===== src/glu_pkg.sv =====
// Package for the gcd/lcm unit: operand width, sequencer states and word types.
// Used by glu_alu and gcd_lcm_unit; depends on nothing else.
`default_nettype none
package glu_pkg;

  localparam int OPERAND_WIDTH = 32;
  localparam int CNT_W         = $clog2(OPERAND_WIDTH);

  typedef enum logic [2:0] {
    ST_IDLE,
    ST_ALIGN,
    ST_REDUCE,
    ST_DIV,
    ST_MUL
  } glu_state_t;

  typedef struct packed {
    logic [OPERAND_WIDTH-1:0] a_value;
    logic [OPERAND_WIDTH-1:0] b_value;
  } glu_in_t;

  typedef struct packed {
    logic [OPERAND_WIDTH-1:0] gcd_result;
    logic [OPERAND_WIDTH-1:0] lcm_result;
    logic                     lcm_overflow;
  } glu_out_t;

endpackage
`default_nettype wire


===== src/glu_alu.sv =====
// Shared adder/subtractor of the gcd/lcm unit, one operand width plus one bit.
// Depends on glu_pkg for the default width.
`default_nettype none
module glu_alu
  import glu_pkg::*;
#(
  parameter int WIDTH = OPERAND_WIDTH
) (
  input  wire logic [WIDTH:0] op_a,
  input  wire logic [WIDTH:0] op_b,
  input  wire logic           sub,
  output logic      [WIDTH:0] sum,
  output logic                carry
);

  logic [WIDTH+1:0] full;

  // Add, or subtract as a plus inverted plus one; carry out means a >= b on subtract
  assign full  = {1'b0, op_a} + {1'b0, (sub ? ~op_b : op_b)} + {{(WIDTH+1){1'b0}}, sub};
  assign sum   = full[WIDTH:0];
  assign carry = full[WIDTH+1];

endmodule
`default_nettype wire


===== src/gcd_lcm_unit.sv =====
// Top level of the gcd/lcm unit: sequencer around one shared adder/subtractor.
// Depends on glu_pkg and glu_alu.
//
//  channel  ports                   handshake
//  input    start, busy, in_word    taken at an edge with start high and busy low
//  result   out_valid, out_word     one-cycle strobe, always taken
//
// One word runs one binary-gcd step per cycle (align shifts, halvings, subtracts and
// swaps), then restoring division a/gcd and shift-add multiply, all on the one
// adder/subtractor.
// A zero operand ends in the align state. busy stays high until the result strobe.
// Reset is synchronous and active low; it clears the state and the strobe.
// The receiver cannot stall: out_valid lasts one cycle, and the next word may be
// taken in that same cycle.
`default_nettype none
module gcd_lcm_unit
  import glu_pkg::*;
(
  input  wire logic     clk,
  input  wire logic     rst_n,
  input  wire logic     start,
  output logic          busy,
  input  wire glu_in_t  in_word,
  output logic          out_valid,
  output glu_out_t      out_word
);

  localparam int W = OPERAND_WIDTH;

  glu_state_t     state_r, state_nxt;
  logic [W-1:0]   x_r, x_nxt;
  logic [W-1:0]   y_r, y_nxt;
  logic [W-1:0]   a_r, a_nxt;     // dividend, then quotient, then product low half
  logic [W-1:0]   b_r, b_nxt;
  logic [W-1:0]   g_r, g_nxt;
  logic [W-1:0]   acc_r, acc_nxt; // remainder, then product high half
  logic [CNT_W-1:0] k_r, k_nxt;
  logic [CNT_W-1:0] cnt_r, cnt_nxt;
  logic           out_valid_r, out_valid_nxt;
  glu_out_t       out_word_r, out_word_nxt;

  logic [W:0]     alu_a, alu_b, alu_sum;
  logic           alu_sub, alu_carry;
  logic [W:0]     trial;
  logic [W:0]     mul_s;
  logic           last_step;

  glu_alu #(.WIDTH(W)) u_alu (
    .op_a  (alu_a),
    .op_b  (alu_b),
    .sub   (alu_sub),
    .sum   (alu_sum),
    .carry (alu_carry)
  );

  assign busy      = (state_r != ST_IDLE);
  assign out_valid = out_valid_r;
  assign out_word  = out_word_r;

  assign trial     = {acc_r, a_r[W-1]};
  assign last_step = (cnt_r == CNT_W'(W - 1));
  assign mul_s     = a_r[0] ? alu_sum : {1'b0, acc_r};

  // Route operands to the shared unit for the current step
  always_comb begin
    alu_a   = {1'b0, x_r};
    alu_b   = {1'b0, y_r};
    alu_sub = 1'b1;
    case (state_r)
      ST_DIV: begin
        alu_a = trial;
        alu_b = {1'b0, g_r};
      end
      ST_MUL: begin
        alu_a   = {1'b0, acc_r};
        alu_b   = {1'b0, b_r};
        alu_sub = 1'b0;
      end
      default: begin
        alu_a = {1'b0, x_r};
        alu_b = {1'b0, y_r};
      end
    endcase
  end

  // Sequencer: next state and next register values
  always_comb begin
    state_nxt     = state_r;
    x_nxt         = x_r;
    y_nxt         = y_r;
    a_nxt         = a_r;
    b_nxt         = b_r;
    g_nxt         = g_r;
    acc_nxt       = acc_r;
    k_nxt         = k_r;
    cnt_nxt       = cnt_r;
    out_valid_nxt = 1'b0;
    out_word_nxt  = out_word_r;
    case (state_r)
      ST_IDLE: begin
        if (start) begin
          x_nxt     = in_word.a_value;
          y_nxt     = in_word.b_value;
          a_nxt     = in_word.a_value;
          b_nxt     = in_word.b_value;
          k_nxt     = '0;
          state_nxt = ST_ALIGN;
        end
      end
      ST_ALIGN: begin
        if (x_r == '0 || y_r == '0) begin
          // zero operand: gcd is the other one, no lcm
          out_word_nxt.gcd_result   = x_r | y_r;
          out_word_nxt.lcm_result   = '0;
          out_word_nxt.lcm_overflow = 1'b0;
          out_valid_nxt             = 1'b1;
          state_nxt                 = ST_IDLE;
        end else if (!x_r[0] && !y_r[0]) begin
          // strip a common factor of two
          x_nxt = x_r >> 1;
          y_nxt = y_r >> 1;
          k_nxt = k_r + 1'b1;
        end else begin
          state_nxt = ST_REDUCE;
        end
      end
      ST_REDUCE: begin
        if (x_r == '0 || y_r == '0) begin
          g_nxt     = (x_r | y_r) << k_r;
          acc_nxt   = '0;
          cnt_nxt   = '0;
          state_nxt = ST_DIV;
        end else if (!x_r[0]) begin
          x_nxt = x_r >> 1;
        end else if (!y_r[0]) begin
          y_nxt = y_r >> 1;
        end else if (alu_carry) begin
          // both odd, x >= y: difference is even
          x_nxt = alu_sum[W:1];
        end else begin
          // both odd, x < y: swap and subtract next cycle
          x_nxt = y_r;
          y_nxt = x_r;
        end
      end
      ST_DIV: begin
        // restoring division step: quotient bit shifts into a
        acc_nxt = alu_carry ? alu_sum[W-1:0] : trial[W-1:0];
        a_nxt   = {a_r[W-2:0], alu_carry};
        cnt_nxt = cnt_r + 1'b1;
        if (last_step) begin
          acc_nxt   = '0;
          cnt_nxt   = '0;
          state_nxt = ST_MUL;
        end
      end
      ST_MUL: begin
        // shift-add step: add b when the low multiplier bit is set, then shift right
        acc_nxt = mul_s[W:1];
        a_nxt   = {mul_s[0], a_r[W-1:1]};
        cnt_nxt = cnt_r + 1'b1;
        if (last_step) begin
          out_word_nxt.gcd_result   = g_r;
          out_word_nxt.lcm_result   = {mul_s[0], a_r[W-1:1]};
          out_word_nxt.lcm_overflow = (mul_s[W:1] != '0);
          out_valid_nxt             = 1'b1;
          state_nxt                 = ST_IDLE;
        end
      end
      default: begin
        state_nxt = ST_IDLE;
      end
    endcase
  end

  // Control registers
  always_ff @(posedge clk) begin
    if (!rst_n) begin
      state_r     <= ST_IDLE;
      out_valid_r <= 1'b0;
    end else begin
      state_r     <= state_nxt;
      out_valid_r <= out_valid_nxt;
    end
  end

  // Datapath registers
  always_ff @(posedge clk) begin
    x_r        <= x_nxt;
    y_r        <= y_nxt;
    a_r        <= a_nxt;
    b_r        <= b_nxt;
    g_r        <= g_nxt;
    acc_r      <= acc_nxt;
    k_r        <= k_nxt;
    cnt_r      <= cnt_nxt;
    out_word_r <= out_word_nxt;
  end

  // An accepted word keeps the unit busy on the next cycle
  a_start_busy: assert property (@(posedge clk) disable iff (!rst_n)
    (start && !busy) |=> busy)
    else $error("accepted word did not raise busy");

  // A result only follows a cycle of work
  a_valid_after_busy: assert property (@(posedge clk) disable iff (!rst_n)
    out_valid |-> $past(busy))
    else $error("result strobe without preceding work");

  // gcd is zero only when both operands were zero, which gives no lcm
  a_zero_gcd: assert property (@(posedge clk) disable iff (!rst_n)
    (out_valid && out_word.gcd_result == '0) |->
      (out_word.lcm_result == '0 && !out_word.lcm_overflow))
    else $error("zero gcd with nonzero lcm");

  // Strobe lasts one cycle and the unit is idle when it shows
  a_valid_idle: assert property (@(posedge clk) disable iff (!rst_n)
    out_valid |-> ($past(state_r) != ST_IDLE) && (state_r == ST_IDLE))
    else $error("result strobe outside the end of an item");

endmodule
`default_nettype wire


===== config.mk =====
export PLATFORM = sky130hd
export DESIGN_NAME = gcd_lcm_unit
export DESIGN_NICKNAME = d
export VERILOG_FILES = /design/src/glu_pkg.sv /design/src/glu_alu.sv /design/src/gcd_lcm_unit.sv
export SDC_FILE = /design/constraint.sdc
export NUM_CORES = 1
export LEC_CHECK = 0
export BUFFER_PORTS_ARGS = -buffer_cell sky130_fd_sc_hd__buf_2
export CAP_MARGIN = 0
export CORE_AREA = 3 3 223 138
export CTS_CLUSTER_SIZE = 20
export DETAILED_ROUTE_END_ITERATION = 10
export DIE_AREA = 0 0 226 141
export GPL_ROUTABILITY_DRIVEN = 1
export HOLD_SLACK_MARGIN = 0.03
export PLACE_DENSITY = 0.8
export SYNTH_ARGS = -nofsm -noshare
export SYNTH_HDL_FRONTEND = slang
export SYNTH_HIERARCHICAL = 1
export SYNTH_SLANG_ARGS = --single-unit

===== constraint.sdc =====
create_clock -name clk -period 9.3 [get_ports clk]
set_input_delay 0.465 -clock clk [delete_from_list [all_inputs] [get_ports clk]]
set_output_delay 0.465 -clock clk [all_outputs]
set_load 0.01 [all_outputs]

Word level (Yosys, flattened, before mapping)
Index checks and enable logic that the tools add are counted.
{"block": "word_totals", "ff_bits": 271, "in_bits": 67, "out_inout_bits": 67, "wordCells": 110}
{"block": "classes", "n_addsub": 4, "n_eq_ne": 17, "shift": 1, "muxes": 46, "bitwise": 2, "reduce_logical": 25}
{"operator": "$mux W32", "n": 17}
{"operator": "$pmux W32 S3", "n": 4}
{"operator": "$mux W65", "n": 2}
{"operator": "$pmux W65 S2", "n": 1}
{"operator": "$mux W33", "n": 2}
{"operator": "$pmux W33 S2", "n": 1}
{"operator": "$logic_not A32 Y1", "n": 2}
{"operator": "$pmux W32 S2", "n": 1}
{"operator": "$add A33 B33 Y34", "n": 1}
{"operator": "$add A34 B1 Y34", "n": 1}
{"operator": "$not A32 Y33", "n": 1}
{"operator": "$or A32 B32 Y32", "n": 1}
{"operator": "$reduce_bool A32 Y1", "n": 1}
{"operator": "$shl A32 B5 Y32", "n": 1}
{"operator": "$mux W5", "n": 5}
{"operator": "$mux W3", "n": 6}
{"operator": "$ne A2 B2 Y1 const B", "n": 9}
{"operator": "$pmux W3 S5", "n": 1}
{"operator": "$pmux W5 S3", "n": 1}
{"operator": "$reduce_and A6 Y1", "n": 2}
{"operator": "$reduce_bool A3 Y1", "n": 4}
{"operator": "$add A5 B1 Y5 const B", "n": 2}
{"operator": "$pmux W5 S2", "n": 1}
{"operator": "$reduce_and A5 Y1", "n": 2}
{"operator": "16 further kinds", "n": 26}

Depth between registers and ports, before layout
{"block": "depth", "depth_word": 11, "depth_mapped": 24, "ltp_nobuf": 19}

By module
Netlist, hierarchy kept.
{"module": "gcd_lcm_unit", "n_inst": 1, "cells_each": 1331, "area_per_inst_um2": 15050.7, "seq_area_each_um2": 8097.8}
{"module": "glu_alu", "n_inst": 1, "cells_each": 299, "area_per_inst_um2": 2112.0, "seq_area_each_um2": 0.0}

Worst setup path before layout
No wires, ideal clock.
{"block": "synth_path", "kind": "flip-flop to flip-flop", "start": "register state_r[1]", "end": "register y_r[10], enable pin", "setup_time_ps": 471, "t_arrival_ps": 6743, "t_required_ps": 8829, "path_slack_ps": 2087, "path_stages_with_launch": 23, "n_path_buf": 9, "period_less_slack_ps": 7213, "path_cell_list": "dfxtp_1 -> nor2_1 -> and2_1 -> clkbuf_1 -> inv_2 -> clkbuf_1 -> clkbuf_1 -> buf_2 -> buf_1 -> xor2_1 -> ha_1 -> clkbuf_1 -> a21oi_1 -> o21ai_0 -> a221o_1 -> a211oi_1 -> nor2_1 -> o21ai_2 -> o21ai_0 -> clkbuf_1 -> buf_2 -> buf_1 -> a221oi_1"}
{"block": "synth_between", "word_cells_on_any_way": 20, "classes_between": "add/sub (2); eq/ne (10); mux (4); bitwise (1); reduce/logical (3)"}
{"item": "start, declared", "line_no": "gcd_lcm_unit.sv:30", "text": "glu_state_t state_r, state_nxt;"}
{"item": "start signal, assigned", "line_no": "gcd_lcm_unit.sv:182", "text": "state_r <= state_nxt;"}
{"item": "$eq A3 B3 Y1", "line_no": "gcd_lcm_unit.sv:69", "text": "case (state_r)"}
{"item": "$mux W1", "line_no": "gcd_lcm_unit.sv:69"}
{"item": "via alu_sub", "line_no": "gcd_lcm_unit.sv:43", "text": "logic alu_sub, alu_carry;"}
{"item": "$add A34 B1 Y34", "line_no": "glu_alu.sv:19", "text": "assign full = {1'b0, op_a} + {1'b0, (sub ? ~op_b : op_b)} + {{(WIDTH+1){1'b0}}, sub};"}
{"item": "via alu_carry", "line_no": "gcd_lcm_unit.sv:43"}
{"item": "$ne A3 B3 Y1 (no source line)"}
{"item": "$reduce_and A7 Y1 (no source line)"}
{"item": "end signal, assigned", "line_no": "gcd_lcm_unit.sv:190", "text": "y_r <= y_nxt;"}
{"item": "end, declared", "line_no": "gcd_lcm_unit.sv:32", "text": "logic [W-1:0] y_r, y_nxt;"}
The timed path passes the listed nets, and every way through them passes these cells.
A chain may end at the register's enable or synchronous reset.

Final worst setup path
{"block": "layout_path", "start": "register state_r[2]", "end": "register y_r[23], enable pin"}
{"block": "layout_between", "elab_chain_cells": 8, "word_cells_on_any_way": 20, "classes_between": "add/sub (2); eq/ne (10); mux (4); bitwise (1); reduce/logical (3)"}
{"item": "$eq A3 B3 Y1 / $eq A3 B2 Y1 (equally long branches)", "line_no": "gcd_lcm_unit.sv:69"}
{"item": "$pmux W32 S2 (*)", "line_no": "gcd_lcm_unit.sv:69"}
{"item": "via alu_b[8]", "line_no": "gcd_lcm_unit.sv:42", "text": "logic [W:0] alu_a, alu_b, alu_sum;"}
{"item": "$not A32 Y33", "line_no": "glu_alu.sv:19"}
{"item": "$mux W33 (*)", "line_no": "glu_alu.sv:19"}
{"item": "$add A33 B33 Y34 (*)", "line_no": "glu_alu.sv:19"}
{"item": "$add A34 B1 Y34 (*)", "line_no": "glu_alu.sv:19"}
{"item": "via alu_carry", "line_no": "gcd_lcm_unit.sv:43"}
{"item": "$ne A3 B3 Y1 (no source line) (*)"}
{"item": "$reduce_and A7 Y1 (no source line) (*)"}
The timed path passes the listed nets; every way through them passes the cells marked *.

==> reports/summary.txt <==
Status -> finished with violations
Failing checks -> DRC
Initial Utilization -> 0.599
Via/cell ratio -> 7.32
CTS tree -> yes
Setup repair bufs after CTS -> 0
CP max-delay cell -> dfxtp_1
Vias in the first global route -> 14030
Pleak -> 7.02 nW
CP cell instances -> and3b_4, nor2_4, buf_12, nand2_1, nand2_1, xor2_1, ha_1, a21oi_1, o21ai_0, a221o_1, a211oi_1, nor2_1, o21ai_2, o21ai_4, buf_4, a221oi_4, buf_4
Mapped cell area -> 0.0172 sq mm
Congestion Overflow GR -> 0
Tcrit/Tclk final -> 0.740
Slew headroom -> 0.168
Final number of setup-violating endpoints -> 0
Worst hold path class -> primary input to flop
CTS Hold Bufs -> 0
# fillers -> 2242
Vias -> 15275
Area of the multi-input gates -> 0.00842 sq mm
Clock Path Buffers -> 3
CTS clk-pin slew, worst paths -> 70 ps
Initial antenna violation count -> 3
ANT nets after route -> 0
Worst Path Arrival -> 7080 ps
Die width -> 226 um
Overall Power -> 0.00675 W
Syn Nets -> 1733
Hold Violations, Final -> 0
CP top delay family -> compound AO/OA/AOI/OAI gates
Final core utilization -> 0.657
Register area -> 0.00810 sq mm
Synth cell types -> 81
Leading cell type in the layout, fill and taps excluded -> edfxtp_1
CP max stage delay -> 1110 ps
VDD IR-drop max -> 0.175 mV
Hold path cells -> 1
R2R cell count -> 17
Commonest cells after routing, fill and taps aside -> 267 x edfxtp_1, 197 x nand2_1, 156 x nor2_1, 133 x buf_2, 99 x mux2i_1
Skew final -> 19.4 ps
Crit end category -> flop
Crit-path max FO -> 69
Root buffer cell -> clkbuf_16
FP Rows -> 48
Asr flop ratio synth -> 0
Clk Latency, worst-skew pair -> 570 ps
DIE AREA -> 0.0319 sq mm
TritonCTS Buffers -> 26
Seq/Total Area, Yosys -> 0.472
WP depth -> 17
H-tree level count -> 1
Core Box Area -> 0.0286 sq mm
Detailed Routing Iterations Pass 1 -> 11
GPL Wtd Cong -> 0.986
WS Path Type -> flop to flop
Ys flop type -> edfxtp_1
Post-synth EDFFs -> 267
Worst-Margin Slew -> 1250 ps
Critical path launch point type -> flop
Residual DRC -> 5
Maximum clock rate -> 145 MHz
CTS Sinks -> 271
Nets -> 1795
Die Y -> 141 um
P&R area growth vs syn -> 9.73%
CP required -> 9500 ps
Post-Route WL -> 60600 um
Worst path buffer plus inverter count -> 3
Pins Over Slew Limit -> 0
Input/output buffers -> 133
Setup TNS -> 0 ps
Ys Warns -> 6
Global-route wire length before repair -> 90400 um
#FFs+latches synth -> 271
Largest net degree at the start of global routing -> 73
Post_cts resized -> 0
HPWL after DPL -> 43800 um
# IOs -> 134
Share of cells above drive strength 1 -> 0.152
Syn_area_per_cell -> 10.5 sq um
DR iter-0 viols -> 3191
Global Route Usage Sum -> 0.376
Cells after synthesis -> 1630
PD cells -> 358 mW/mm^2
Min Clock Period, post-route -> 6880 ps
Routed wire per std cell -> 29.1 um
RSZ-0062 raised after global routing -> false
# Max-Cap Violations -> 0
[where the power goes]
group | internal [W] | leakage [nW] | switching (W)
clock network | 0.000589 | 0.394 | 0.000475
registers | 0.00165 | 2.47 | 0.000346
logic | 0.00129 | 4.16 | 0.00240
[through the flow]
stage	cell area, sq um	hold slack, ps	setup WS, ps	instances
global placement	18000	548	2720	2039
finish	18800	117	2420	2086
CTS	18800	114	2620	2085
floorplan	17200	543	2090	1630
detailed placement	18000	565	2660	2039
global route	18800	111	2070	2086
[state kept, by name, indices dropped and copies added, names as in the netlist]
name	count
y_r	32
k_r	5
cnt_r	5
out_valid	1
x_r	32
g_r	32
a_r	32
acc_r	32
out_word	65
state_r	3
b_r	32
[Yosys cell counts, types with 14 or more instances]
cell | count | share of area
a211oi_1 | 17 | 0.0074
a21oi_1 | 87 | 0.025
a221o_1 | 58 | 0.034
a222oi_1 | 30 | 0.017
a22oi_1 | 67 | 0.029
and3_1 | 32 | 0.012
buf_1 | 23 | 0.0050
buf_2 | 31 | 0.0090
clkbuf_1 | 60 | 0.013
edfxtp_1 | 267 | 0.47
ha_1 | 35 | 0.026
inv_1 | 40 | 0.0087
mux2i_1 | 99 | 0.058
mux4_2 | 31 | 0.041
nand2_1 | 198 | 0.043
nand4_1 | 17 | 0.0062
nor2_1 | 159 | 0.035
nor3_1 | 19 | 0.0055
nor4_1 | 32 | 0.012
o21ai_0 | 30 | 0.0087
o21ai_1 | 14 | 0.0041
o22ai_1 | 37 | 0.013
or2_1 | 15 | 0.0055
xnor2_1 | 21 | 0.011
xor2_1 | 46 | 0.023
[layout make-up]
cell class / count / area share
antenna: 1 / 0.000133
multi-input combinational: 1192 / 0.447
timing repair buffer: 157 / 0.0456
clock inverter: 7 / 0.00498
clock buffer: 39 / 0.0382
tap: 375 / 0.0249
sequential: 271 / 0.430
inverter: 44 / 0.00890
[routing by layer]
layer | wire length (um) | vias up | GRT usage
met1 | 23700 | 7276 | 0.571
li1 | - | 6414 | -
met5 | 70 | - | 0.00614
met2 | 23200 | 1414 | 0.490
met3 | 11900 | 163 | 0.172
met4 | 1740 | 8 | 0.0762
[final timing paths]
check / from / to / slack [ps]
worst min register to register: a_r[6]$_DFFE_PP_ / a_r[7]$_DFFE_PP_ / 580
worst max register to register: state_r[2]$_SDFFE_PN0P_ / y_r[23]$_DFFE_PP_ / 2420
worst min-delay path: in_word[8] / b_r[8]$_DFFE_PP_ / 120
worst max-delay path: state_r[2]$_SDFFE_PN0P_ / y_r[23]$_DFFE_PP_ / 2420
[cell families after synthesis]
logic type,count (synthesis),synth area share
AND/OR/NAND/NOR,522,0.137
AO/OA/AOI/OAI,428,0.184
flip-flops,271,0.472
buffers and inverters,167,0.0422
multiplexers,138,0.104
XOR/XNOR,67,0.0342
adder cells (fa/ha/maj),36,0.0267
other,1,0.000218
Power figures use the tool's default switching activity.
